### config.mk
export PLATFORM = sky130hd
export DESIGN_NAME = cpa_ram
export DESIGN_NICKNAME = d
export VERILOG_FILES = /design/src/rtl/cpa_ram.sv
export SDC_FILE = /design/constraint.sdc
export NUM_CORES = 1
export LEC_CHECK = 0
export ABC_AREA = 0
export BUFFER_PORTS_ARGS = -buffer_cell sky130_fd_sc_hd__buf_2
export CAP_MARGIN = 20
export CORE_ASPECT_RATIO = 1.25
export CORE_MARGIN = 5
export CORE_UTILIZATION = 61
export DETAILED_ROUTE_END_ITERATION = 12
export PLACE_DENSITY = 0.79
export SLEW_MARGIN = 5
export SYNTH_ARGS = -nofsm -noshare
export SYNTH_HDL_FRONTEND = slang
export SYNTH_SLANG_ARGS = --single-unit
### constraint.sdc
create_clock -name clk -period 4.5 [get_ports clk]
set_input_delay 0.45 -clock clk [delete_from_list [all_inputs] [get_ports clk]]
set_output_delay 0.45 -clock clk [all_outputs]
set_load 0.1 [all_outputs]
### src/rtl/cpa_ram.sv
// Generic simple dual-port RAM: one write port, one read port, registered read data.
// No dependencies.
module cpa_ram #(
    parameter int WIDTH = 8,
    parameter int DEPTH = 16
) (
    input  logic                     clk,
    input  logic                     we,
    input  logic [$clog2(DEPTH)-1:0] waddr,
    input  logic [WIDTH-1:0]         wdata,
    input  logic                     re,
    input  logic [$clog2(DEPTH)-1:0] raddr,
    output logic [WIDTH-1:0]         rdata
);

    logic [WIDTH-1:0] mem_reg [DEPTH];
    logic [WIDTH-1:0] rdata_reg;

    always_ff @(posedge clk)
    begin
        if (we)
        begin
            mem_reg[waddr] <= wdata;
        end
        // Read-first: a read at the written address returns the old word
        if (re)
        begin
            rdata_reg <= mem_reg[raddr];
        end
    end

    assign rdata = rdata_reg;

endmodule

==> impl_metrics.py, run 1 <==
metrics = {
    "sta": {
        "fin_crit_sh": 0.400,
        "finalMaxSlewViolations": 0,
        "finalClockSkew_ns": 0.00406,
        "finalSetupTns_ns": 0,
        "relSlewSlack": 0.266,
        "setup_viol": 0,
        "hold_ws_ns": 0.306,
        "grt_setup_unrepaired": "no",
        "hold_viol_final": 0,
        "fmax_ghz": 0.556,
        "period_needed_ns": 1.80,
        "worst_slew_pin_slew_ns": 1.10,
    },
    "pwr": {
        "pwr-share-clk": 0.435,
        "leakage_nw": 1.99,
        "power_density_nw_per_um2": 476,
        "p_comb_frac": 0.060,
        "power_frac_seq": 0.505,
        "power_switching_mw": 0.591,
        "p_int_mw": 2.25,
        "ir_drop_v": 0.000318,
        "p_sw_frac": 0.208,
    },
    "worst_setup_path": {
        "critPathSlowestCell": "nor2_1",
        "worstPathCellList": "buf_2, or3b_2, nor2_1",
        "critPathTopFamily": "simple AND/OR/NAND/NOR gates",
        "critPathBufInv": 1,
        "crit_path_start_kind": "primary input",
        "crit_fanout": 8,
        "required_ns": 4.63,
        "crit_path_end_kind": "flop",
        "max_stage_delay_ns": 0.85,
        "path_class": "primary input to flop",
        "cp.arrival_ns": 1.93,
    },
    "placement": {
        "postPlaceCellArea_sq_um": 5420,
        "port-buffer-count": 26,
        "routabilityCongestion": 0.756,
        "place_hpwl_um": 6080,
    },
    "logic_synthesis": {
        "synth.most_common_cell": "edfxtp_1",
        "syn_area_sq_um": 5230,
        "ys_ff_latch": 136,
        "async_reset_ff_frac": 0,
        "synth-main-ff-cell": "edfxtp_1",
        "synth_top_area_cell": "edfxtp_1",
        "ys_types": 18,
        "avgSynthCellArea_sq_um": 22.8,
        "synth_common_cells": "edfxtp_1, mux4_2, a22oi_1",
        "syn_inst": 229,
        "synth_warnings": 0,
        "ys_seq_area_frac": 0.781,
        "syn_nets": 248,
        "synth_edf_count": 136,
        "netlist.area_leader.share": 0.781,
        "synth_area_leaders": "edfxtp_1, mux4_2, mux4_1",
    },
    "detailed_routing": {
        "routedWlPerCell_um": 27.5,
        "viasPerCell": 6.65,
        "ant_nets": 0,
        "totalWireLength_um": 10400,
        "drt_iter0_drc": 364,
        "first_pass_iters": 5,
        "drc": 0,
        "vias": 2515,
    },
    "clocking": {
        "clkSinkCount": 136,
        "cts_resized": 0,
        "hold_buffers": 0,
        "cts_tree": "yes",
        "htreeDepth": 4,
        "post_cts_buffers": 0,
        "clk_root_buffer_cell": "clkbuf_8",
        "cts_buffers": 17,
        "clk_pin_slew_ns": 0.06,
        "cts_buffer_depth": 2,
        "clkLatencyLatePin_ns": 0.52,
    },
    "floorplanning": {
        "die_h_um": 114,
        "num_io_pins": 27,
        "core_sq_um": 8290,
        "dieArea_sq_um": 10500,
        "initial_core_util": 0.631,
        "rows": 37,
        "die_w_um": 92.8,
    },
    "outcome": {
        "status": "finished clean",
    },
    "final_layout": {
        "fill_cells": 461,
        "antennaDiodeCount": 0,
        "largest_reg_flops": 128,
        "fin_area_sq_um": 5970,
        "syn_to_final_growth_pct": 14.3,
        "final_layout_size_suffix_gt1_frac": 0.263,
        "nNetsFinal": 287,
    },
    "grt": {
        "track_usage": 0.221,
        "grt_max_degree": 33,
        "use_met3": 0.0732,
        "met2_usage": 0.342,
        "antenna_found_initial": 0,
        "grt_pass1_vias": 2636,
        "grt_overflow": 0,
        "busiest_layer": "met2",
        "use_met1": 0.288,
        "grt_pass1_wl_um": 16000,
    },
    "hold_path": {
        "min_path_type": "primary input to flop",
    },
    "flow_run": {
        "maxCapViolations": 0,
    },
}
## power by group through the flow
stage	registers, mW	logic (mW)	clock network, mW
2_1_floorplan	1.50	0.0720	0
3_3_place_gp	1.46	0.164	0
3_5_place_dp	1.46	0.168	0
4_1_cts	1.44	0.170	1.25
5_1_grt	1.44	0.182	1.33
6_report	1.44	0.171	1.24
## per-layer routing
metal / share of wire / vias to the layer above
met5: 0 / -
met4: 0.027 / 0
met3: 0.080 / 26
met2: 0.49 / 137
met1: 0.40 / 1286
li1: - / 1066
## area by class of cell
class / count / area, sq um / share of cell area
Tap cell: 97 / 121 / 0.0203
Clock buffer: 20 / 425 / 0.0712
Sequential cell: 136 / 4080 / 0.684
Clock inverter: 12 / 109 / 0.0182
Timing Repair Buffer: 30 / 173 / 0.0289
Multi-Input combinational cell: 83 / 1060 / 0.178
## metrics by stage
step           worst slack [ns]  total power, mW  utilization  cells
2_1_floorplan              2.56             1.58            -    229
3_3_place_gp               1.92             1.62        0.654    345
3_5_place_dp               1.92             1.63        0.654    345
4_1_cts                    2.44             2.86        0.719    377
5_1_grt                    2.70             2.95        0.721    378
6_report                   2.70             2.84        0.721    378
## kinds of logic (layout without fill, tap and decap cells)
logic type	after synthesis	after routing	share of synthesized area
flip-flops	136	136	0.781
AND/OR/NAND/NOR	35	35	0.0314
multiplexers	32	32	0.148
AO/OA/AOI/OAI	16	16	0.0230
buffers and inverters	10	62	0.0165
## cells in the final DEF, fill, tap and decap left out, drive strengths merged
cell and instances:
nand3 1, nor3 4, mux4 32, and2 1
nor2b 1, buf 30, or3b 1, bufinv 2
nand3b 2, and2b 1, clkinvlp 2, edfxtp 136
a22oi 16, nand2b 2, nand2 9, clkinv 8
nor2 13, clkbuf 20
## path summary, 6_finish.rpt
| check | depth (start not counted) | start | slack [ns] | end |
|---|---|---|---|---|
| max | 3 | waddr[2] | 2.70 | mem_reg[2][3]$_DFFE_PP_ |
| min | 1 | re | 0.31 | rdata[0]$_DFFE_PP_ |
| max reg2reg | 3 | mem_reg[4][2]$_DFFE_PP_ | 3.00 | rdata[2]$_DFFE_PP_ |
| min reg2reg | 3 | mem_reg[15][5]$_DFFE_PP_ | 0.76 | rdata[5]$_DFFE_PP_ |
Note: power is estimated with default switching activity, not from simulation.
==> inputs of run 2 (changes only) <==
ABC_AREA = 1   (was 0)
CORE_UTILIZATION = 55   (was 61)
PLACE_DENSITY = 0.75   (was 0.79)
clock period = 1.6 ns   (was 4.5 ns; I/O delays follow)
==> impl_metrics.py, run 2 <==
metrics = {
    "outcome": {
        "status": "finished clean",
    },
    "clocking": {
        "clk_root_buffer_cell": "clkbuf_16",
        "clkLatencyLatePin_ns": 0.42,
        "clkSinkCount": 136,
        "cts_buffer_depth": 2,
        "hold_buffers": 0,
        "cts_buffers": 17,
        "cts_tree": "yes",
        "htreeDepth": 4,
        "clk_pin_slew_ns": 0.05,
        "cts_resized": 0,
        "post_cts_buffers": 0,
    },
    "detailed_routing": {
        "drt_iter0_drc": 369,
        "first_pass_iters": 6,
        "routedWlPerCell_um": 18.0,
        "ant_nets": 0,
        "totalWireLength_um": 13300,
        "viasPerCell": 5.42,
        "vias": 4011,
        "drc": 0,
    },
    "grt": {
        "grt_overflow": 0,
        "grt_pass1_vias": 3982,
        "grt_pass1_wl_um": 21100,
        "track_usage": 0.224,
        "antenna_found_initial": 0,
        "grt_max_degree": 41,
    },
    "worst_setup_path": {
        "rr_worst_depth": 6,
        "critPathTopFamily": "buffers and inverters",
        "startpoint": "rdata[2]$_DFFE_PP_",
        "r2r_end": "rdata[7]$_DFFE_PP_",
        "max_stage_delay_ns": 0.44,
        "crit_end": "rdata[2]",
        "reg2reg_setup_slack_ns": 0.45,
        "critPathSlowestCell": "buf_2",
        "crit_fanout": 1,
        "worstPathCellList": "buf_2",
        "cp.arrival_ns": 1.23,
        "path_class": "flop to output port",
        "r2r_start": "mem_reg[7][7]$_DFFE_PP_",
        "crit_path_end_kind": "output port",
        "critPathBufInv": 1,
        "required_ns": 1.44,
        "path_depth": 1,
        "crit_path_start_kind": "flop",
    },
    "sta": {
        "fin_crit_sh": 0.871,
        "finalSetupTns_ns": 0,
        "grt_setup_unrepaired": "no",
        "worst_slew_pin_slew_ns": 0.626,
        "hold_viol_final": 0,
        "finalClockSkew_ns": 0.00474,
        "relSlewSlack": 0.582,
        "fmax_ghz": 0.718,
        "setup_viol": 0,
        "worst_slack_ns": 0.207,
        "period_needed_ns": 1.39,
        "finalMaxSlewViolations": 0,
    },
    "pwr": {
        "power_density_nw_per_um2": 1290,
        "ir_drop_v": 0.000739,
        "leakage_nw": 2.96,
    },
    "floorplanning": {
        "die_w_um": 102,
        "dieArea_sq_um": 12800,
        "die_h_um": 125,
        "initial_core_util": 0.556,
        "rows": 42,
        "core_sq_um": 10500,
        "num_io_pins": 27,
    },
    "final_layout": {
        "final_layout_size_suffix_gt1_frac": 0.132,
        "fill_cells": 793,
        "utilization": 0.649,
        "fin_area_sq_um": 6820,
        "antennaDiodeCount": 0,
        "final_common_cell": "nand2_1",
        "syn_to_final_growth_pct": 16.6,
        "nNetsFinal": 614,
        "layout_common_cells": "nand2_1, edfxtp_1, inv_1",
        "final_cells": 740,
        "largest_reg_flops": 128,
    },
    "logic_synthesis": {
        "syn_nets": 570,
        "synth-main-ff-cell": "edfxtp_1",
        "ys_ff_latch": 136,
        "synth.most_common_cell": "nand2_1",
        "synth_edf_count": 136,
        "ys_types": 11,
        "async_reset_ff_frac": 0,
        "avgSynthCellArea_sq_um": 10.6,
        "synth_area_leaders": "edfxtp_1, nand2_1, nand3_1",
        "ys_seq_area_frac": 0.698,
        "synth_warnings": 0,
        "synth_common_cells": "nand2_1, edfxtp_1, inv_1",
        "netlist.area_leader.share": 0.698,
        "syn_inst": 551,
        "syn_area_sq_um": 5850,
        "synth_top_area_cell": "edfxtp_1",
    },
    "flow_run": {
        "maxCapViolations": 0,
    },
    "placement": {
        "routabilityCongestion": 0.902,
        "port-buffer-count": 26,
        "postPlaceCellArea_sq_um": 6190,
        "place_hpwl_um": 8350,
        "pre_cts_ws_ns": 0.194,
        "dpl.cell_count": 708,
    },
    "hold_path": {
        "min_path_type": "primary input to flop",
    },
}
## run 2: changes by cell type after synthesis, moves of 3 or more
cell             change
a22oi_1             -16
buf_2               +10
buf_4                +3
buf_6                +3
clkdlybuf4s25_2      -3
inv_1              +100
mux4_1              -14
mux4_2              -18
nand2_1            +164
nand3_1             +96
nor2_1               +4
nor3_1               -4
## run 2: where the power goes
group | internal (mW) | total [mW] | switching [mW]
clock network | 2.73 | 4.13 | 1.39
registers | 4.02 | 4.04 | 0.0271
logic | 0.148 | 0.614 | 0.466
total | 6.90 | 8.79 | 1.89
## run 2: worst min-delay path by stage
stage | from | end | slack, ns | cells after the start
floorplan | wdata[0] | mem_reg[0][0]$_DFFE_PP_ | 0.26 | 0
global placement | re | rdata[4]$_DFFE_PP_ | 0.53 | 1
detailed placement | re | rdata[4]$_DFFE_PP_ | 0.53 | 1
CTS | re | rdata[4]$_DFFE_PP_ | 0.10 | 1
global route | re | rdata[7]$_DFFE_PP_ | 0.10 | 1
finish | re | rdata[7]$_DFFE_PP_ | 0.11 | 1
## run 2: logic make-up (layout without fill, tap and decap cells)
logic type | count (synthesis) | count (layout) | synth area share
DFF | 136 | 136 | 0.698
buffers and inverters | 126 | 183 | 0.0939
and+or+nand+nor | 289 | 289 | 0.208
## run 2: area by class of cell
cell class / instances / area [sq um] / area share
clock inverters: 15 / 208 / 0.0305
clock buffers: 17 / 425 / 0.0624
repair buffers: 49 / 340 / 0.0499
well taps: 132 / 165 / 0.0242
inverters: 102 / 383 / 0.0561
multi-input cells: 289 / 1210 / 0.178
flip-flops and latches: 136 / 4080 / 0.599
## run 2: metal layers
layer,part of all wire,GRT usage,up-vias
met3,0.067,0.0496,30
met5,0,0,-
met4,0.030,0.104,0
li1,-,-,1870
met1,0.39,0.281,1960
met2,0.51,0.366,151
## run 2: stage by stage
step | power, mW | hold slack (ns)
2_1_floorplan | 4.51 | 0.259
3_3_place_gp | 4.71 | 0.533
3_5_place_dp | 4.72 | 0.532
4_1_cts | 8.83 | 0.100
5_1_grt | 9.04 | 0.104
6_report | 8.79 | 0.112
==> inputs of run 3 (changes only) <==
--- a/config.mk
+++ b/config.mk
@@ -14,2 +14,3 @@
 export DETAILED_ROUTE_END_ITERATION = 12
+export MAX_ROUTING_LAYER = met4
 export PLACE_DENSITY = 0.75
==> constraint.sdc (replaced) <==
create_clock -name clk -period 1.6 [get_ports clk]
set_input_delay 0.48 -clock clk [delete_from_list [all_inputs] [get_ports clk]]
set_output_delay 0.48 -clock clk [all_outputs]
set_load 0.1 [all_outputs]
==> impl_metrics.py, run 3 (synthesis results as in run 2) <==
metrics = {
    "detailed_routing": {
        "drt_iter0_drc": 380,
        "viasPerCell": 5.21,
        "routedWlPerCell_um": 17.2,
        "totalWireLength_um": 12700,
        "met3_length_um": 995,
        "met2WireLength_um": 6480,
        "first_pass_iters": 7,
        "drc": 0,
        "highest_layer": "met4",
        "met1_length_um": 5040,
        "vias": 3859,
        "ant_nets": 0,
    },
    "worst_setup_path": {
        "crit_path_start_kind": "flop",
        "critPathSlowestCell": "edfxtp_1",
        "crit_path_end_kind": "output port",
        "critPathBufInv": 1,
        "required_ns": 1.12,
        "cp.arrival_ns": 1.08,
        "path_class": "flop to output port",
        "critPathTopFamily": "flip-flops",
        "crit_fanout": 1,
        "max_stage_delay_ns": 0.37,
        "worstPathCellList": "buf_4",
    },
    "pwr": {
        "power_density_nw_per_um2": 1200,
        "p_sw_frac": 0.225,
        "report.power.total_mw": 8.09,
        "power_frac_seq": 0.499,
        "p_int_mw": 6.27,
        "ir_drop_v": 0.000825,
        "pwr-share-clk": 0.422,
        "leakage_nw": 2.95,
        "p_comb_frac": 0.078,
        "power_switching_mw": 1.82,
    },
    "sta": {
        "setup_viol": 0,
        "hold_viol_final": 0,
        "fmax_ghz": 0.642,
        "worst_slew_pin_slew_ns": 0.623,
        "finalClockSkew_ns": 0.00689,
        "hold_ws_ns": 0.436,
        "relSlewSlack": 0.584,
        "finalMaxSlewViolations": 0,
        "grt_setup_unrepaired": "no",
        "finalSetupTns_ns": 0,
        "period_needed_ns": 1.56,
        "fin_crit_sh": 0.974,
    },
    "outcome": {
        "status": "finished clean",
    },
    "final_layout": {
        "nNetsFinal": 615,
        "fill_cells": 789,
        "utilization": 0.643,
        "final_common_cell": "nand2_1",
        "register_area_sq_um": 4080,
        "syn_to_final_growth_pct": 15.7,
        "final_layout_size_suffix_gt1_frac": 0.128,
        "layout_common_cells": "nand2_1, edfxtp_1, inv_1",
        "multi_input_area_sq_um": 1210,
        "antennaDiodeCount": 0,
        "largest_reg_flops": 128,
        "fin_area_sq_um": 6760,
    },
    "flow_run": {
        "maxCapViolations": 0,
    },
    "clocking": {
        "htreeDepth": 4,
        "clk_root_buffer_cell": "clkbuf_16",
        "clk_pin_slew_ns": 0.06,
        "cts_buffer_depth": 2,
        "hold_buffers": 0,
        "clkSinkCount": 136,
        "cts_tree": "yes",
        "clkLatencyLatePin_ns": 0.41,
        "cts_buffers": 17,
    },
    "hold_path": {
        "min_path_type": "primary input to flop",
    },
    "grt": {
        "grt_pass1_vias": 3856,
        "antenna_found_initial": 0,
        "grt_overflow": 0,
        "track_usage": 0.222,
        "grt_max_degree": 34,
        "grt_pass1_wl_um": 20300,
    },
    "floorplanning": {
        "core_sq_um": 10500,
        "die_h_um": 125,
        "rows": 42,
        "num_io_pins": 27,
        "die_w_um": 102,
        "dieArea_sq_um": 12800,
        "initial_core_util": 0.556,
    },
    "placement": {
        "port-buffer-count": 26,
        "postPlaceCellArea_sq_um": 6220,
        "routabilityCongestion": 0.925,
        "place_hpwl_um": 8000,
    },
}
## run 3: power by group through the flow
stage	Combinational (mW)	Sequential (mW)	Clock (mW)
finish	0.632	4.04	3.42
CTS	0.630	4.04	3.45
floorplan	0.281	4.23	0
global route	0.687	4.05	3.62
detailed placement	0.616	4.11	0
global placement	0.602	4.11	0
## run 3: layout make-up
type / count / area share
flip-flops and latches: 136 / 0.604
multi-input cells: 289 / 0.179
clock buffers: 19 / 0.0640
repair buffers: 50 / 0.0586
inverters: 102 / 0.0566
well taps: 132 / 0.0244
clock inverters: 13 / 0.0130
## run 3: through the flow
step                      instances  setup slack (ns)
after detailed placement        709            -0.172
after global placement          709           -0.0835
final                           741            0.0412
after CTS                       741            0.0294
after global routing            741           0.00144
after floorplan                 551             0.169
## run 3: routing by layer
layer / track usage / vias up
li1: - / 1871
met1: 0.275 / 1805
met2: 0.354 / 161
met3: 0.0630 / 22
met4: 0.0664 / 0
met5: - / -
## run 3: worst paths after layout
check	start	endpoint	cells after the start	slack [ns]
hold reg to reg	mem_reg[10][0]$_DFFE_PP_	rdata[0]$_DFFE_PP_	6	0.74
hold / removal	re	rdata[0]$_DFFE_PP_	1	0.44
setup reg to reg	mem_reg[5][2]$_DFFE_PP_	rdata[2]$_DFFE_PP_	6	0.37
setup / recovery	rdata[1]$_DFFE_PP_	rdata[1]	1	0.04
## run 3: timing repair
item / CTS / global route
endpoints found under the setup margin: 8 / 1
resized for setup: 8 / 1
hold endpoints to repair: 0 / 0
pin swaps: 0 / 0
buffers inserted: 0 / 0
