$ cat src/rtl/cpa_pkg.sv
// Shared types and constants for the complex power accumulator.
// Used by cpa_position, cpa_ram users and complex_power_accumulator; no dependencies.
package cpa_pkg;

    localparam int MAX_ANTENNAS = 16;
    localparam int MAX_CHANNELS = 128;
    localparam int MAX_FRAMES   = 256;
    localparam int MAX_PACKETS  = 1024;
    localparam int TOTAL_WIDTH  = 40;

    // Position widths
    localparam int ANT_W   = $clog2(MAX_ANTENNAS);
    localparam int CH_W    = $clog2(MAX_CHANNELS);
    localparam int FRAME_W = $clog2(MAX_FRAMES);
    localparam int PKT_W   = $clog2(MAX_PACKETS);

    // Count register widths (hold the maximum itself)
    localparam int ANT_CNT_W   = $clog2(MAX_ANTENNAS + 1);
    localparam int CH_CNT_W    = $clog2(MAX_CHANNELS + 1);
    localparam int FRAME_CNT_W = $clog2(MAX_FRAMES + 1);
    localparam int PKT_CNT_W   = $clog2(MAX_PACKETS + 1);

    localparam int CFG_DATA_W = PKT_CNT_W;
    localparam int CFG_IDX_W  = 2;

    localparam int BIN_DEPTH = MAX_ANTENNAS * MAX_CHANNELS;
    localparam int ADDR_W    = ANT_W + CH_W;

    // (2re+1)^2 + (2im+1)^2 peaks at 2 * 255^2
    localparam int SAMPLE_W = 8;
    localparam int SQ_W     = 16;
    localparam int POWER_W  = SQ_W + 1;

    typedef enum logic [CFG_IDX_W-1:0] {
        CFG_ANTENNA_COUNT = 2'd0,
        CFG_CHANNEL_COUNT = 2'd1,
        CFG_FRAMES_PER_PACKET = 2'd2,
        CFG_PACKETS_PER_INTEGRATION = 2'd3
    } cfg_index_t;

    typedef struct packed {
        logic [ANT_W-1:0] antenna;
        logic [CH_W-1:0]  channel;
        logic             dump;
        logic             last;
    } pos_t;

endpackage

$ cat src/rtl/cpa_position.sv
// Configuration registers and the antenna/channel/frame/packet position counters.
// Depends on cpa_pkg.
module cpa_position (
    input  logic                          clk,
    input  logic                          rst_n,
    input  logic                          cfg_write,
    input  logic [cpa_pkg::CFG_IDX_W-1:0] cfg_index,
    input  logic [cpa_pkg::CFG_DATA_W-1:0] cfg_data,
    input  logic                          advance,
    output cpa_pkg::pos_t                 pos
);
    import cpa_pkg::*;

    logic [ANT_CNT_W-1:0]   ant_cnt_reg;
    logic [CH_CNT_W-1:0]    ch_cnt_reg;
    logic [FRAME_CNT_W-1:0] frame_cnt_reg;
    logic [PKT_CNT_W-1:0]   pkt_cnt_reg;

    logic [ANT_CNT_W-1:0]   na;
    logic [CH_CNT_W-1:0]    nc;
    logic [FRAME_CNT_W-1:0] nf;
    logic [PKT_CNT_W-1:0]   np;

    logic [ANT_W-1:0]   ant_pos_reg, ant_pos_next;
    logic [CH_W-1:0]    ch_pos_reg, ch_pos_next;
    logic [FRAME_W-1:0] frame_pos_reg, frame_pos_next;
    logic [PKT_W-1:0]   pkt_pos_reg, pkt_pos_next;

    logic wrap_ant, wrap_ch, wrap_frame, wrap_pkt;

    always_ff @(posedge clk or negedge rst_n)
    begin
        if (!rst_n)
        begin
            ant_cnt_reg   <= ANT_CNT_W'(MAX_ANTENNAS);
            ch_cnt_reg    <= CH_CNT_W'(MAX_CHANNELS);
            frame_cnt_reg <= FRAME_CNT_W'(1);
            pkt_cnt_reg   <= PKT_CNT_W'(128);
        end
        else if (cfg_write)
        begin
            unique case (cfg_index)
                CFG_ANTENNA_COUNT:           ant_cnt_reg   <= cfg_data[ANT_CNT_W-1:0];
                CFG_CHANNEL_COUNT:           ch_cnt_reg    <= cfg_data[CH_CNT_W-1:0];
                CFG_FRAMES_PER_PACKET:       frame_cnt_reg <= cfg_data[FRAME_CNT_W-1:0];
                CFG_PACKETS_PER_INTEGRATION: pkt_cnt_reg   <= cfg_data[PKT_CNT_W-1:0];
                default:                     ;
            endcase
        end
    end

    // Zero acts as one, anything above the maximum acts as the maximum
    always_comb
    begin
        if (ant_cnt_reg == '0)
            na = ANT_CNT_W'(1);
        else if (ant_cnt_reg > ANT_CNT_W'(MAX_ANTENNAS))
            na = ANT_CNT_W'(MAX_ANTENNAS);
        else
            na = ant_cnt_reg;

        if (ch_cnt_reg == '0)
            nc = CH_CNT_W'(1);
        else if (ch_cnt_reg > CH_CNT_W'(MAX_CHANNELS))
            nc = CH_CNT_W'(MAX_CHANNELS);
        else
            nc = ch_cnt_reg;

        if (frame_cnt_reg == '0)
            nf = FRAME_CNT_W'(1);
        else if (frame_cnt_reg > FRAME_CNT_W'(MAX_FRAMES))
            nf = FRAME_CNT_W'(MAX_FRAMES);
        else
            nf = frame_cnt_reg;

        if (pkt_cnt_reg == '0)
            np = PKT_CNT_W'(1);
        else if (pkt_cnt_reg > PKT_CNT_W'(MAX_PACKETS))
            np = PKT_CNT_W'(MAX_PACKETS);
        else
            np = pkt_cnt_reg;
    end

    // A position at or past its count minus one wraps on the next advance
    assign wrap_ant   = (ANT_CNT_W'(ant_pos_reg) + ANT_CNT_W'(1)) >= na;
    assign wrap_ch    = (CH_CNT_W'(ch_pos_reg) + CH_CNT_W'(1)) >= nc;
    assign wrap_frame = (FRAME_CNT_W'(frame_pos_reg) + FRAME_CNT_W'(1)) >= nf;
    assign wrap_pkt   = (PKT_CNT_W'(pkt_pos_reg) + PKT_CNT_W'(1)) >= np;

    always_comb
    begin
        ant_pos_next   = ant_pos_reg;
        ch_pos_next    = ch_pos_reg;
        frame_pos_next = frame_pos_reg;
        pkt_pos_next   = pkt_pos_reg;
        if (advance)
        begin
            if (!wrap_ant)
                ant_pos_next = ant_pos_reg + ANT_W'(1);
            else
            begin
                ant_pos_next = '0;
                if (!wrap_ch)
                    ch_pos_next = ch_pos_reg + CH_W'(1);
                else
                begin
                    ch_pos_next = '0;
                    if (!wrap_frame)
                        frame_pos_next = frame_pos_reg + FRAME_W'(1);
                    else
                    begin
                        frame_pos_next = '0;
                        pkt_pos_next   = wrap_pkt ? '0 : pkt_pos_reg + PKT_W'(1);
                    end
                end
            end
        end
    end

    always_ff @(posedge clk or negedge rst_n)
    begin
        if (!rst_n)
        begin
            ant_pos_reg   <= '0;
            ch_pos_reg    <= '0;
            frame_pos_reg <= '0;
            pkt_pos_reg   <= '0;
        end
        else
        begin
            ant_pos_reg   <= ant_pos_next;
            ch_pos_reg    <= ch_pos_next;
            frame_pos_reg <= frame_pos_next;
            pkt_pos_reg   <= pkt_pos_next;
        end
    end

    always_comb
    begin
        pos.antenna = ant_pos_reg;
        pos.channel = ch_pos_reg;
        pos.dump    = wrap_frame && wrap_pkt;
        pos.last    = wrap_frame && wrap_pkt && wrap_ant && wrap_ch;
    end

endmodule

$ cat config.mk
export PLATFORM = sky130hd
export DESIGN_NAME = cpa_position
export DESIGN_NICKNAME = d
export VERILOG_FILES = /design/src/rtl/cpa_pkg.sv /design/src/rtl/cpa_position.sv
export SDC_FILE = /design/constraint.sdc
export NUM_CORES = 1
export LEC_CHECK = 0
export ABC_AREA = 1
export CAP_MARGIN = 40
export CORE_ASPECT_RATIO = 0.8
export CORE_UTILIZATION = 40
export DETAILED_ROUTE_END_ITERATION = 7
export DONT_BUFFER_PORTS = 1
export HOLD_SLACK_MARGIN = 0.06
export PLACE_DENSITY = 0.64
export SYNTH_ARGS = -nofsm -noshare
export SYNTH_HDL_FRONTEND = slang
export SYNTH_SLANG_ARGS = --single-unit
export TNS_END_PERCENT = 50
$ cat constraint.sdc
create_clock -name clk -period 4.1 [get_ports clk]
set_input_delay 0.41 -clock clk [delete_from_list [all_inputs] [get_ports clk]]
set_output_delay 0.41 -clock clk [all_outputs]
set_load 0.1 [all_outputs]
==> impl_metrics.xml, run 1 <==
<?xml version="1.0" encoding="UTF-8"?>
<metrics>
  <group name="route">
    <metric name="drtAntennaViolNets" unit="">0</metric>
    <metric name="detail_route.vias_per_cell" unit="">4.648</metric>
    <metric name="avgRoutedWirePerCell" unit="um">11.91</metric>
    <metric name="detail_route.iter0.violations" unit="">223</metric>
    <metric name="drt-total-wl" unit="um">8459</metric>
    <metric name="vias_after_detailed_routing" unit="">3300</metric>
    <metric name="drc" unit="">0</metric>
    <metric name="firstDrtPassIters" unit="">4</metric>
  </group>
  <group name="worst_setup_path">
    <metric name="critical_path.slowest_cell" unit="">sky130_fd_sc_hd__dfrtp_1</metric>
    <metric name="crit_path_max_fanout" unit="">11</metric>
    <metric name="timing.critical_path.cells" unit="">or2_2 &gt; nor3_2 &gt; nand3_1 &gt; nand2_2 &gt; nand2_1 &gt; ha_1 &gt; nand2_1 &gt; nor2_1 &gt; nand2_1 &gt; nor2_1 &gt; nand2_1 &gt; nand3_1 &gt; buf_4 &gt; nand2_1 &gt; nor2_2 &gt; buf_4</metric>
    <metric name="path_class" unit="">reg2out</metric>
    <metric name="crit_required" unit="ps">3690</metric>
    <metric name="timing.critical_path.to_type" unit="">primary output</metric>
    <metric name="critPathArrivalTime" unit="ps">3060</metric>
    <metric name="worst_path_most_repeated_cell" unit="">sky130_fd_sc_hd__nand2_1</metric>
    <metric name="cp-start-kind" unit="">flip-flop</metric>
    <metric name="cpPeakStageDelay" unit="ps">390</metric>
  </group>
  <group name="logic_synthesis">
    <metric name="synth_fp_nets" unit="">601</metric>
    <metric name="edff_count_synth" unit="">0</metric>
    <metric name="postSynth.asyncResetShare" unit="%">100.0</metric>
    <metric name="synthCells" unit="">547</metric>
    <metric name="yosys_warnings" unit="">0</metric>
    <metric name="ys_seq_elements" unit="">62</metric>
    <metric name="cell_accounting_for_the_most_synthesized_area" unit="">sky130_fd_sc_hd__dfrtp_1</metric>
    <metric name="postSynth.topFlopCell" unit="">sky130_fd_sc_hd__dfrtp_1</metric>
    <metric name="synth.top_cell.area_share" unit="%">36.46</metric>
    <metric name="count_of_different_cell_masters_after_synthesis" unit="">30</metric>
    <metric name="mappedNetlistArea" unit="sq um">3981</metric>
    <metric name="synth_area_per_cell" unit="sq um">7.278</metric>
    <metric name="post_synth_main_area_contributors" unit="">sky130_fd_sc_hd__dfrtp_1 36%, sky130_fd_sc_hd__nand2_1 19%, sky130_fd_sc_hd__ha_1 12%</metric>
    <metric name="synth-seq-area-share" unit="%">39.09</metric>
  </group>
  <group name="global_routing">
    <metric name="first_pass_grt_wire_length" unit="um">14890</metric>
    <metric name="pin_count_of_the_biggest_net_entering_global_routing" unit="">63</metric>
    <metric name="global_route.peak_usage_layer" unit="">met2</metric>
    <metric name="groute.layer.met1.usage" unit="%">26.52</metric>
    <metric name="grt_overflow_total" unit="">0</metric>
    <metric name="first_global_vias" unit="">3094</metric>
    <metric name="global_route.usage.met3" unit="%">4.940</metric>
    <metric name="antenna_found_initial" unit="">0</metric>
    <metric name="globalRouteTotalUtil" unit="%">18.58</metric>
    <metric name="grtUsageMet2" unit="%">27.13</metric>
  </group>
  <group name="final_layout">
    <metric name="post-route-util" unit="%">47.56</metric>
    <metric name="post_layout_nonfiller_instances" unit="">710</metric>
    <metric name="fillerInstances" unit="">962</metric>
    <metric name="largest_reg_flops" unit="">11</metric>
    <metric name="antennaDiodeCount" unit="">0</metric>
    <metric name="ff_latch_area" unit="sq um">1556</metric>
    <metric name="design.final.nets" unit="">623</metric>
    <metric name="multi_input_area" unit="sq um">2116</metric>
    <metric name="layout-area-overhead-vs-synth" unit="%">15.27</metric>
    <metric name="drive_above_1_share" unit="%">8.537</metric>
  </group>
  <group name="die">
    <metric name="site_row_count" unit="">32</metric>
    <metric name="core-area" unit="sq um">9649</metric>
    <metric name="total_die_area" unit="sq um">10360</metric>
    <metric name="initial_core_util" unit="%">41.26</metric>
    <metric name="boundaryPins" unit="">30</metric>
    <metric name="die_width" unit="um">113.5</metric>
    <metric name="fp.dieH" unit="um">91.24</metric>
  </group>
  <group name="sta">
    <metric name="worstMarginPinSlew" unit="ps">734.1</metric>
    <metric name="rsz0062_at_grt" unit="">false</metric>
    <metric name="final.min_clock_period" unit="ps">3471</metric>
    <metric name="final-hold-violation-count" unit="">0</metric>
    <metric name="max_freq" unit="MHz">288.1</metric>
    <metric name="final_max_slew_violation_count" unit="">0</metric>
    <metric name="slew-limit-headroom" unit="%">50.92</metric>
    <metric name="finalWorstSetupSlack" unit="ps">629.3</metric>
    <metric name="final-setup-viol-count" unit="">0</metric>
    <metric name="fin_tns_setup" unit="ps">0</metric>
    <metric name="timing.final.crit_share" unit="%">84.65</metric>
    <metric name="fin_worst_skew" unit="ps">9.612</metric>
  </group>
  <group name="clock_network">
    <metric name="tritoncts" unit="">done</metric>
    <metric name="clk_root_buffer_cell" unit="">sky130_fd_sc_hd__clkbuf_16</metric>
    <metric name="clk_pin_slew_worst_paths" unit="ps">50</metric>
    <metric name="clk_path_buf_depth" unit="">2</metric>
    <metric name="cts_inserted_buffers" unit="">9</metric>
    <metric name="worstSkewPairLatency" unit="ps">330</metric>
    <metric name="htree_levels" unit="">3</metric>
    <metric name="clock-sinks" unit="">62</metric>
  </group>
  <group name="place">
    <metric name="place.detailed.instances" unit="">692</metric>
    <metric name="gp_routability_congestion" unit="">0.8071</metric>
    <metric name="detailedPlacementHpwl" unit="um">6397</metric>
    <metric name="dpl_worst_slack" unit="ps">965.3</metric>
    <metric name="io_buffers" unit="">0</metric>
  </group>
  <group name="flow_run">
    <metric name="maxCapViolCount" unit="">0</metric>
  </group>
  <group name="pwr">
    <metric name="p_per_area" unit="nW/um^2">583.1</metric>
    <metric name="max-vdd-ir-drop" unit="V">0.0003125</metric>
    <metric name="total_leakage_power" unit="uW">0.002582</metric>
  </group>
  <group name="hold_path">
    <metric name="hold_path_class" unit="">in2reg</metric>
  </group>
  <group name="outcome">
    <metric name="result_of_the_run" unit="">finished, final reports clean</metric>
  </group>
</metrics>
## Yosys cell counts, types with 3 or more instances
| library cell | n |
|---|---|
| sky130_fd_sc_hd__dfrtp_1 | 58 |
| sky130_fd_sc_hd__nand3_1 | 22 |
| sky130_fd_sc_hd__ha_1 | 37 |
| sky130_fd_sc_hd__nor4_1 | 3 |
| sky130_fd_sc_hd__nand2_2 | 3 |
| sky130_fd_sc_hd__clkbuf_1 | 4 |
| sky130_fd_sc_hd__nand2_1 | 205 |
| sky130_fd_sc_hd__a21oi_1 | 13 |
| sky130_fd_sc_hd__nor2_1 | 49 |
| sky130_fd_sc_hd__xor2_1 | 12 |
| sky130_fd_sc_hd__o21ai_0 | 38 |
| sky130_fd_sc_hd__inv_1 | 76 |
| sky130_fd_sc_hd__dfstp_2 | 4 |
| sky130_fd_sc_hd__nand4_1 | 3 |
## path summary, 6_finish.rpt
check | from | to | slack (ps) | depth (start not counted)
setup / recovery | pkt_cnt_reg[0] | pos[0] | 630 | 16
hold / removal | advance | ant_pos_reg[3] | 180 | 1
setup reg to reg | frame_cnt_reg[1] | pkt_pos_reg[4] | 1580 | 15
hold reg to reg | frame_cnt_reg[8] | frame_cnt_reg[8] | 500 | 2
max in group asynchronous | rst_n | pkt_cnt_reg[7] | 3170 | 2
min in group asynchronous | rst_n | frame_pos_reg[7] | 630 | 2
## area by class of cell
class,count,area share (%)
Multi-Input combinational cell,403,46.10
Sequential cell,62,33.91
Inverter,77,6.298
Clock buffer,10,4.989
Tap cell,136,3.708
Timing Repair Buffer,16,3.108
Clock inverter,6,1.881
## critical path: cells and delay by family (launching register included)
family	cells	cell delay (ps)
buffers and inverters	2	460
adder cells (fa/ha/maj)	1	280
AND/OR/NAND/NOR	13	1610
flip-flops	1	390
## power breakdown
group	internal (uW)	switching [uW]	leakage, uW
sequential	721	87.5	0.000796
combinational	314	750	0.00163
clock	530	273	0.000152
total	1570	1110	0.00258
## metrics by stage
step	power [uW]	hold slack [ps]	area [sq um]
after floorplan	1636	114.4	3981
after global placement	1837	117.1	4237
after detailed placement	1867	117.2	4237
after CTS	2710	165.0	4589
after global routing	2885	163.8	4589
final	2676	175.3	4589
## timing repair
item | in CTS | in global routing
resized for setup | 0 | 0
hold buffers | 2 | 0
endpoints found under the hold margin | 62 | 0
buffers inserted | 0 | 0
## per-layer routing
| metal | vias to the layer above | routed length, um |
|---|---|---|
| met2 | 41 | 3511 |
| met4 | 0 | 71 |
| li1 | 1757 | - |
| met5 | - | 0 |
| met3 | 4 | 226 |
| met1 | 1498 | 4650 |
## logic make-up (layout without fill, tap and decap cells)
family	after synthesis	count (layout)	synth area share (%)
AOI/OAI and AO/OA	55	55	7.134
and+or+nand+nor	296	296	30.96
buffers and inverters	82	109	7.825
DFF	62	62	39.09
muxes	1	1	0.2828
adders and majority gates	37	37	11.63
xor gates and xnor gates	14	14	3.080
## cell usage in the layout (no fill, tap or decap), types with 2 or more instances in the layout
cell type and instances:
sky130_fd_sc_hd__inv_1 76, sky130_fd_sc_hd__nor4_1 3, sky130_fd_sc_hd__xor2_1 12, sky130_fd_sc_hd__dfrtp_1 58, sky130_fd_sc_hd__ha_1 37, sky130_fd_sc_hd__clkinv_2 2, sky130_fd_sc_hd__nor2_8 2, sky130_fd_sc_hd__buf_4 14
sky130_fd_sc_hd__clkbuf_16 9, sky130_fd_sc_hd__nor2_2 2, sky130_fd_sc_hd__bufinv_16 2, sky130_fd_sc_hd__o21ai_0 38, sky130_fd_sc_hd__or2_2 2, sky130_fd_sc_hd__a21o_1 2, sky130_fd_sc_hd__nand2_1 205, sky130_fd_sc_hd__nand2_2 3
sky130_fd_sc_hd__nand3_1 22, sky130_fd_sc_hd__nand4_1 3, sky130_fd_sc_hd__nor2_1 48, sky130_fd_sc_hd__dfstp_2 4, sky130_fd_sc_hd__a21oi_1 13, sky130_fd_sc_hd__xnor2_1 2
Note: power is estimated with default switching activity, not from simulation.
==> run 2: changes to the inputs <==
==> constraint.sdc (replaced) <==
create_clock -name clk -period 3.42 [get_ports clk]
set_input_delay 0.342 -clock clk [delete_from_list [all_inputs] [get_ports clk]]
set_output_delay 0.342 -clock clk [all_outputs]
set_load 0.1 [all_outputs]
==> impl_metrics.xml, run 2 (synthesis results as in run 1) <==
<?xml version="1.0" encoding="UTF-8"?>
<metrics>
  <group name="worst_setup_path">
    <metric name="crit_path_max_fanout" unit="">10</metric>
    <metric name="timing.critical_path.to_type" unit="">primary output</metric>
    <metric name="cp-start-kind" unit="">flip-flop</metric>
    <metric name="crit_required" unit="ps">3080</metric>
    <metric name="path_class" unit="">reg2out</metric>
    <metric name="critPathArrivalTime" unit="ps">2780</metric>
  </group>
  <group name="clock_network">
    <metric name="worstSkewPairLatency" unit="ps">340</metric>
    <metric name="htree_levels" unit="">3</metric>
    <metric name="clk_pin_slew_worst_paths" unit="ps">50</metric>
    <metric name="clock-sinks" unit="">62</metric>
    <metric name="clk_root_buffer_cell" unit="">sky130_fd_sc_hd__clkbuf_16</metric>
    <metric name="tritoncts" unit="">done</metric>
    <metric name="clk_path_buf_depth" unit="">2</metric>
    <metric name="cts_inserted_buffers" unit="">9</metric>
  </group>
  <group name="global_routing">
    <metric name="first_pass_grt_wire_length" unit="um">14880</metric>
    <metric name="groute.layer.met1.usage" unit="%">26.90</metric>
    <metric name="global_route.peak_usage_layer" unit="">met1</metric>
    <metric name="antenna_found_initial" unit="">0</metric>
    <metric name="global_route.usage.met3" unit="%">5.340</metric>
    <metric name="globalRouteTotalUtil" unit="%">18.56</metric>
    <metric name="first_global_vias" unit="">3141</metric>
    <metric name="grtUsageMet2" unit="%">25.91</metric>
    <metric name="pin_count_of_the_biggest_net_entering_global_routing" unit="">63</metric>
    <metric name="grt_overflow_total" unit="">0</metric>
  </group>
  <group name="sta">
    <metric name="timing.final.crit_share" unit="%">91.38</metric>
    <metric name="final_max_slew_violation_count" unit="">0</metric>
    <metric name="final-setup-viol-count" unit="">0</metric>
    <metric name="slew-limit-headroom" unit="%">57.70</metric>
    <metric name="max_freq" unit="MHz">320.0</metric>
    <metric name="fin_tns_setup" unit="ps">0</metric>
    <metric name="worstMarginPinSlew" unit="ps">632.7</metric>
    <metric name="final.min_clock_period" unit="ps">3125</metric>
    <metric name="rsz0062_at_grt" unit="">false</metric>
    <metric name="fin_worst_skew" unit="ps">8.712</metric>
    <metric name="final-hold-violation-count" unit="">0</metric>
  </group>
  <group name="pwr">
    <metric name="max-vdd-ir-drop" unit="V">0.0006008</metric>
    <metric name="seq_power_share" unit="%">31.2</metric>
    <metric name="power_report.internal_total" unit="uW">1828</metric>
    <metric name="sw_frac_of_total" unit="%">42.36</metric>
    <metric name="p_per_area" unit="nW/um^2">686.5</metric>
    <metric name="total_leakage_power" unit="uW">0.002582</metric>
    <metric name="pwr-share-comb" unit="%">39.9</metric>
    <metric name="pwr-share-clk" unit="%">28.9</metric>
    <metric name="net_switching_power_of_the_design" unit="uW">1344</metric>
    <metric name="design_power_total" unit="uW">3172</metric>
  </group>
  <group name="final_layout">
    <metric name="largest_reg_flops" unit="">11</metric>
    <metric name="layout-area-overhead-vs-synth" unit="%">16.06</metric>
    <metric name="layout_common_cells" unit="">204 x sky130_fd_sc_hd__nand2_1, 75 x sky130_fd_sc_hd__inv_1, 58 x sky130_fd_sc_hd__dfrtp_1, 47 x sky130_fd_sc_hd__nor2_1, 38 x sky130_fd_sc_hd__o21ai_0</metric>
    <metric name="post_layout_nonfiller_instances" unit="">710</metric>
    <metric name="design.final.nets" unit="">623</metric>
    <metric name="layout.cells.most_common" unit="">sky130_fd_sc_hd__nand2_1</metric>
    <metric name="antennaDiodeCount" unit="">0</metric>
    <metric name="drive_above_1_share" unit="%">9.233</metric>
    <metric name="stdcell_area" unit="sq um">4621</metric>
  </group>
  <group name="place">
    <metric name="post_place_instance_area" unit="sq um">4267</metric>
    <metric name="gp_routability_congestion" unit="">0.8141</metric>
    <metric name="place.detailed.instances" unit="">692</metric>
    <metric name="io_buffers" unit="">0</metric>
    <metric name="detailedPlacementHpwl" unit="um">6334</metric>
  </group>
  <group name="route">
    <metric name="drt-total-wl" unit="um">8436</metric>
    <metric name="drc" unit="">0</metric>
    <metric name="detail_route.vias_per_cell" unit="">4.755</metric>
    <metric name="firstDrtPassIters" unit="">5</metric>
    <metric name="detail_route.iter0.violations" unit="">153</metric>
    <metric name="avgRoutedWirePerCell" unit="um">11.88</metric>
    <metric name="drtAntennaViolNets" unit="">0</metric>
    <metric name="vias_after_detailed_routing" unit="">3376</metric>
  </group>
  <group name="die">
    <metric name="initial_core_util" unit="%">41.26</metric>
    <metric name="site_row_count" unit="">32</metric>
    <metric name="core-area" unit="sq um">9649</metric>
    <metric name="die_width" unit="um">113.5</metric>
    <metric name="boundaryPins" unit="">30</metric>
    <metric name="total_die_area" unit="sq um">10360</metric>
    <metric name="fp.dieH" unit="um">91.24</metric>
  </group>
  <group name="flow_run">
    <metric name="maxCapViolCount" unit="">0</metric>
  </group>
  <group name="outcome">
    <metric name="result_of_the_run" unit="">finished, final reports clean</metric>
  </group>
  <group name="hold_path">
    <metric name="hold_path_class" unit="">in2reg</metric>
  </group>
</metrics>
## run 2: path summary, 6_finish.rpt
path	start	end	slack, ps	cells after the start
max	pkt_cnt_reg[2]	pos[0]	290	15
min	advance	ant_pos_reg[3]	110	1
min in group asynchronous	rst_n	ch_pos_reg[4]	540	2
max in group asynchronous	rst_n	pkt_cnt_reg[7]	2550	2
min reg2reg	pkt_cnt_reg[0]	pkt_cnt_reg[0]	500	2
max reg2reg	frame_cnt_reg[4]	pkt_pos_reg[8]	890	15
## run 2: metrics by stage
| stage | setup WS [ps] | hold WS [ps] | utilization [%] |
|---|---|---|---|
| 6_report | 294.8 | 115.0 | 47.89 |
| 5_1_grt | 34.72 | 115.3 | 47.89 |
| 4_1_cts | 197.8 | 103.7 | 47.73 |
| 3_5_place_dp | 567.3 | 49.76 | 44.22 |
| 3_3_place_gp | 635.8 | 49.33 | 44.22 |
| 2_1_floorplan | 207.3 | 46.41 | - |
## run 2: layer usage
layer  up-vias  part of all wire, %
met3         6                  4.7
met1      1537                   53
met4         0                  1.2
met5         -                    0
met2        74                   41
li1       1759                    -
## run 2: final cells by class
| cell class | count | area [sq um] |
|---|---|---|
| Sequential cell | 62 | 1556 |
| Multi-Input combinational cell | 403 | 2136 |
| Tap cell | 136 | 170.2 |
| Inverter | 77 | 289.0 |
| Clock inverter | 5 | 58.81 |
| Timing Repair Buffer | 16 | 167.7 |
| Fill cell | 961 | 5029 |
| Clock buffer | 11 | 242.7 |
## run 2: critical path, stage by stage (launching register included)
cell and delay [ps]:
sky130_fd_sc_hd__dfrtp_1 390, sky130_fd_sc_hd__or2_2 310, sky130_fd_sc_hd__nor3_2 180, sky130_fd_sc_hd__nand3_1 140, sky130_fd_sc_hd__nand2_4 130, sky130_fd_sc_hd__nand2_1 70, sky130_fd_sc_hd__ha_1 290, sky130_fd_sc_hd__inv_1 40
sky130_fd_sc_hd__nor2_1 150, sky130_fd_sc_hd__nand2_1 90, sky130_fd_sc_hd__nor2_1 90, sky130_fd_sc_hd__nand2_1 80, sky130_fd_sc_hd__nand3_2 110, sky130_fd_sc_hd__nand2_2 80, sky130_fd_sc_hd__nor2_4 110, sky130_fd_sc_hd__buf_12 180
## run 2: repair_timing
action                                  CTS  global route
endpoints found under the setup margin    0             2
endpoints found under the hold margin    62             0
resized for setup                         0             5
setup buffers                             0             0
hold buffers                              2             0
## run 2: power groups by stage
stage                     registers (uW)  logic, uW  clock network (uW)
final                                989       1260                 918
after global routing                1010       1430                 980
after CTS                            987       1270                 946
after detailed placement             998       1240                   0
after global placement               993       1210                   0
after floorplan                     1240        730                   0
==> run 3: changes to the inputs <==
==> constraint.sdc (replaced) <==
create_clock -name clk -period 3.42 [get_ports clk]
set_input_delay 1.026 -clock clk [delete_from_list [all_inputs] [get_ports clk]]
set_output_delay 1.026 -clock clk [all_outputs]
set_load 0.1 [all_outputs]
==> impl_metrics.xml, run 3 (synthesis results as in run 1) <==
<?xml version="1.0" encoding="UTF-8"?>
<metrics>
  <group name="die">
    <metric name="core-area" unit="sq um">9649</metric>
    <metric name="fp.dieH" unit="um">91.24</metric>
    <metric name="total_die_area" unit="sq um">10360</metric>
    <metric name="die_width" unit="um">113.5</metric>
    <metric name="boundaryPins" unit="">30</metric>
    <metric name="site_row_count" unit="">32</metric>
    <metric name="initial_core_util" unit="%">41.26</metric>
  </group>
  <group name="place">
    <metric name="detailedPlacementHpwl" unit="um">6786</metric>
    <metric name="post_place_instance_area" unit="sq um">4352</metric>
    <metric name="gp_routability_congestion" unit="">0.8808</metric>
    <metric name="place.detailed.instances" unit="">699</metric>
    <metric name="io_buffers" unit="">0</metric>
  </group>
  <group name="final_layout">
    <metric name="layout.cells.most_common" unit="">sky130_fd_sc_hd__nand2_1</metric>
    <metric name="stdcell_area" unit="sq um">4742</metric>
    <metric name="ff_latch_area" unit="sq um">1568</metric>
    <metric name="layout_common_cells" unit="">204 x sky130_fd_sc_hd__nand2_1, 74 x sky130_fd_sc_hd__inv_1, 49 x sky130_fd_sc_hd__dfrtp_1, 45 x sky130_fd_sc_hd__nor2_1, 38 x sky130_fd_sc_hd__o21ai_0</metric>
    <metric name="design.final.nets" unit="">630</metric>
    <metric name="post_layout_nonfiller_instances" unit="">717</metric>
    <metric name="fillerInstances" unit="">919</metric>
    <metric name="layout-area-overhead-vs-synth" unit="%">19.11</metric>
    <metric name="drive_above_1_share" unit="%">13.43</metric>
    <metric name="post-route-util" unit="%">49.14</metric>
    <metric name="antennaDiodeCount" unit="">0</metric>
    <metric name="multi_input_area" unit="sq um">2193</metric>
    <metric name="largest_reg_flops" unit="">11</metric>
  </group>
  <group name="pwr">
    <metric name="max-vdd-ir-drop" unit="V">0.0004245</metric>
    <metric name="p_per_area" unit="nW/um^2">705.0</metric>
    <metric name="total_leakage_power" unit="uW">0.002627</metric>
  </group>
  <group name="sta">
    <metric name="finalWorstSetupSlack" unit="ps">-270.1</metric>
    <metric name="fin_worst_skew" unit="ps">7.822</metric>
    <metric name="rsz0062_at_grt" unit="">true</metric>
    <metric name="fin_tns_setup" unit="ps">-524.9</metric>
    <metric name="final_max_slew_violation_count" unit="">0</metric>
    <metric name="max_freq" unit="MHz">271.0</metric>
    <metric name="final.min_clock_period" unit="ps">3690</metric>
    <metric name="slew-limit-headroom" unit="%">55.80</metric>
    <metric name="final-hold-violation-count" unit="">0</metric>
    <metric name="timing.final.crit_share" unit="%">107.9</metric>
    <metric name="final-setup-viol-count" unit="">2</metric>
    <metric name="worstMarginPinSlew" unit="ps">661.2</metric>
  </group>
  <group name="route">
    <metric name="drt-total-wl" unit="um">9083</metric>
    <metric name="drtAntennaViolNets" unit="">0</metric>
    <metric name="avgRoutedWirePerCell" unit="um">12.67</metric>
    <metric name="detail_route.vias_per_cell" unit="">4.713</metric>
    <metric name="drc" unit="">0</metric>
    <metric name="detail_route.iter0.violations" unit="">248</metric>
    <metric name="vias_after_detailed_routing" unit="">3379</metric>
    <metric name="firstDrtPassIters" unit="">4</metric>
  </group>
  <group name="worst_setup_path">
    <metric name="critPathArrivalTime" unit="ps">2660</metric>
    <metric name="timing.critical_path.to_type" unit="">primary output</metric>
    <metric name="crit_required" unit="ps">2390</metric>
    <metric name="path_class" unit="">reg2out</metric>
    <metric name="cp-start-kind" unit="">flip-flop</metric>
    <metric name="crit_path_max_fanout" unit="">5</metric>
  </group>
  <group name="clock_network">
    <metric name="tritoncts" unit="">done</metric>
    <metric name="holdBufCountCts" unit="">0</metric>
    <metric name="clk_root_buffer_cell" unit="">sky130_fd_sc_hd__clkbuf_16</metric>
    <metric name="worstSkewPairLatency" unit="ps">340</metric>
    <metric name="clk_pin_slew_worst_paths" unit="ps">60</metric>
    <metric name="clk_path_buf_depth" unit="">2</metric>
    <metric name="clock-sinks" unit="">62</metric>
    <metric name="htree_levels" unit="">3</metric>
    <metric name="cts_inserted_buffers" unit="">9</metric>
  </group>
  <group name="global_routing">
    <metric name="grt_overflow_total" unit="">0</metric>
    <metric name="first_pass_grt_wire_length" unit="um">15450</metric>
    <metric name="antenna_found_initial" unit="">0</metric>
    <metric name="pin_count_of_the_biggest_net_entering_global_routing" unit="">63</metric>
    <metric name="first_global_vias" unit="">3282</metric>
    <metric name="globalRouteTotalUtil" unit="%">19.46</metric>
  </group>
  <group name="flow_run">
    <metric name="maxCapViolCount" unit="">0</metric>
  </group>
  <group name="hold_path">
    <metric name="hold_path_class" unit="">in2async</metric>
  </group>
  <group name="outcome">
    <metric name="result_of_the_run" unit="">finished, violations left</metric>
    <metric name="violations" unit="">negative setup slack</metric>
  </group>
</metrics>
## run 3: where the power goes
part	total, uW	switching [uW]	internal (uW)
sequential	995	125	870
combinational	1320	902	421
clock	1030	377	648
total	3340	1400	1940
## run 3: cell type report
type / count / area share [%]
Sequential cell: 62 / 33.06
Inverter: 77 / 6.174
Tap cell: 136 / 3.588
Timing Repair Buffer: 22 / 4.011
Clock buffer: 9 / 4.749
Clock inverter: 7 / 2.164
Multi-Input combinational cell: 404 / 46.25
## run 3: final timing paths
check | start | to | slack (ps) | depth (start not counted)
min in group clk | frame_cnt_reg[8] | frame_cnt_reg[8] | 500 | 2
hold / removal | rst_n | ch_pos_reg[3] | 370 | 0
setup / recovery | pkt_cnt_reg[1] | pos[1] | -270 | 15
hold reg to reg | frame_cnt_reg[8] | frame_cnt_reg[8] | 500 | 2
setup reg to reg | frame_cnt_reg[4] | pkt_pos_reg[4] | 860 | 16
max in group asynchronous | rst_n | pkt_cnt_reg[7] | 2830 | 0
## run 3: metal layers
metal,track usage [%],part of all wire (%),vias to the layer above
met4,6.798,1.0,0
met5,0,0,-
li1,-,-,1769
met3,5.607,6.9,8
met1,27.30,50,1537
met2,28.40,42,65
## run 3: repair_timing
action | CTS | global route
gates cloned | 1 | 0
endpoints found under the setup margin | 2 | 2
gates resized for setup | 5 | 6
buffers inserted | 1 | 0
pin swaps | 6 | 0
## run 3: worst max-delay path, cell delays in order, from the launching register on
cell and delay [ps]:
sky130_fd_sc_hd__dfrtp_1 400, sky130_fd_sc_hd__or2_4 240, sky130_fd_sc_hd__nor3_4 200, sky130_fd_sc_hd__nand3_2 140, sky130_fd_sc_hd__nand2_2 140, sky130_fd_sc_hd__nand2_1 70, sky130_fd_sc_hd__ha_1 300, sky130_fd_sc_hd__nand2_1 90
sky130_fd_sc_hd__nand2_1 50, sky130_fd_sc_hd__nand3_1 60, sky130_fd_sc_hd__nand2_1 60, sky130_fd_sc_hd__nand2_1 70, sky130_fd_sc_hd__nand3_2 120, sky130_fd_sc_hd__nand2_4 120, sky130_fd_sc_hd__clkinvlp_4 100, sky130_fd_sc_hd__buf_12 170
## run 3: metrics by stage
step	worst slack [ps]	hold slack, ps	power [uW]
after floorplan	-135.5	453.0	1987
after global placement	45.69	479.3	2269
after detailed placement	7.942	486.9	2312
after CTS	-280.5	364.5	3366
after global routing	-448.4	357.6	3572
final	-270.1	374.4	3343
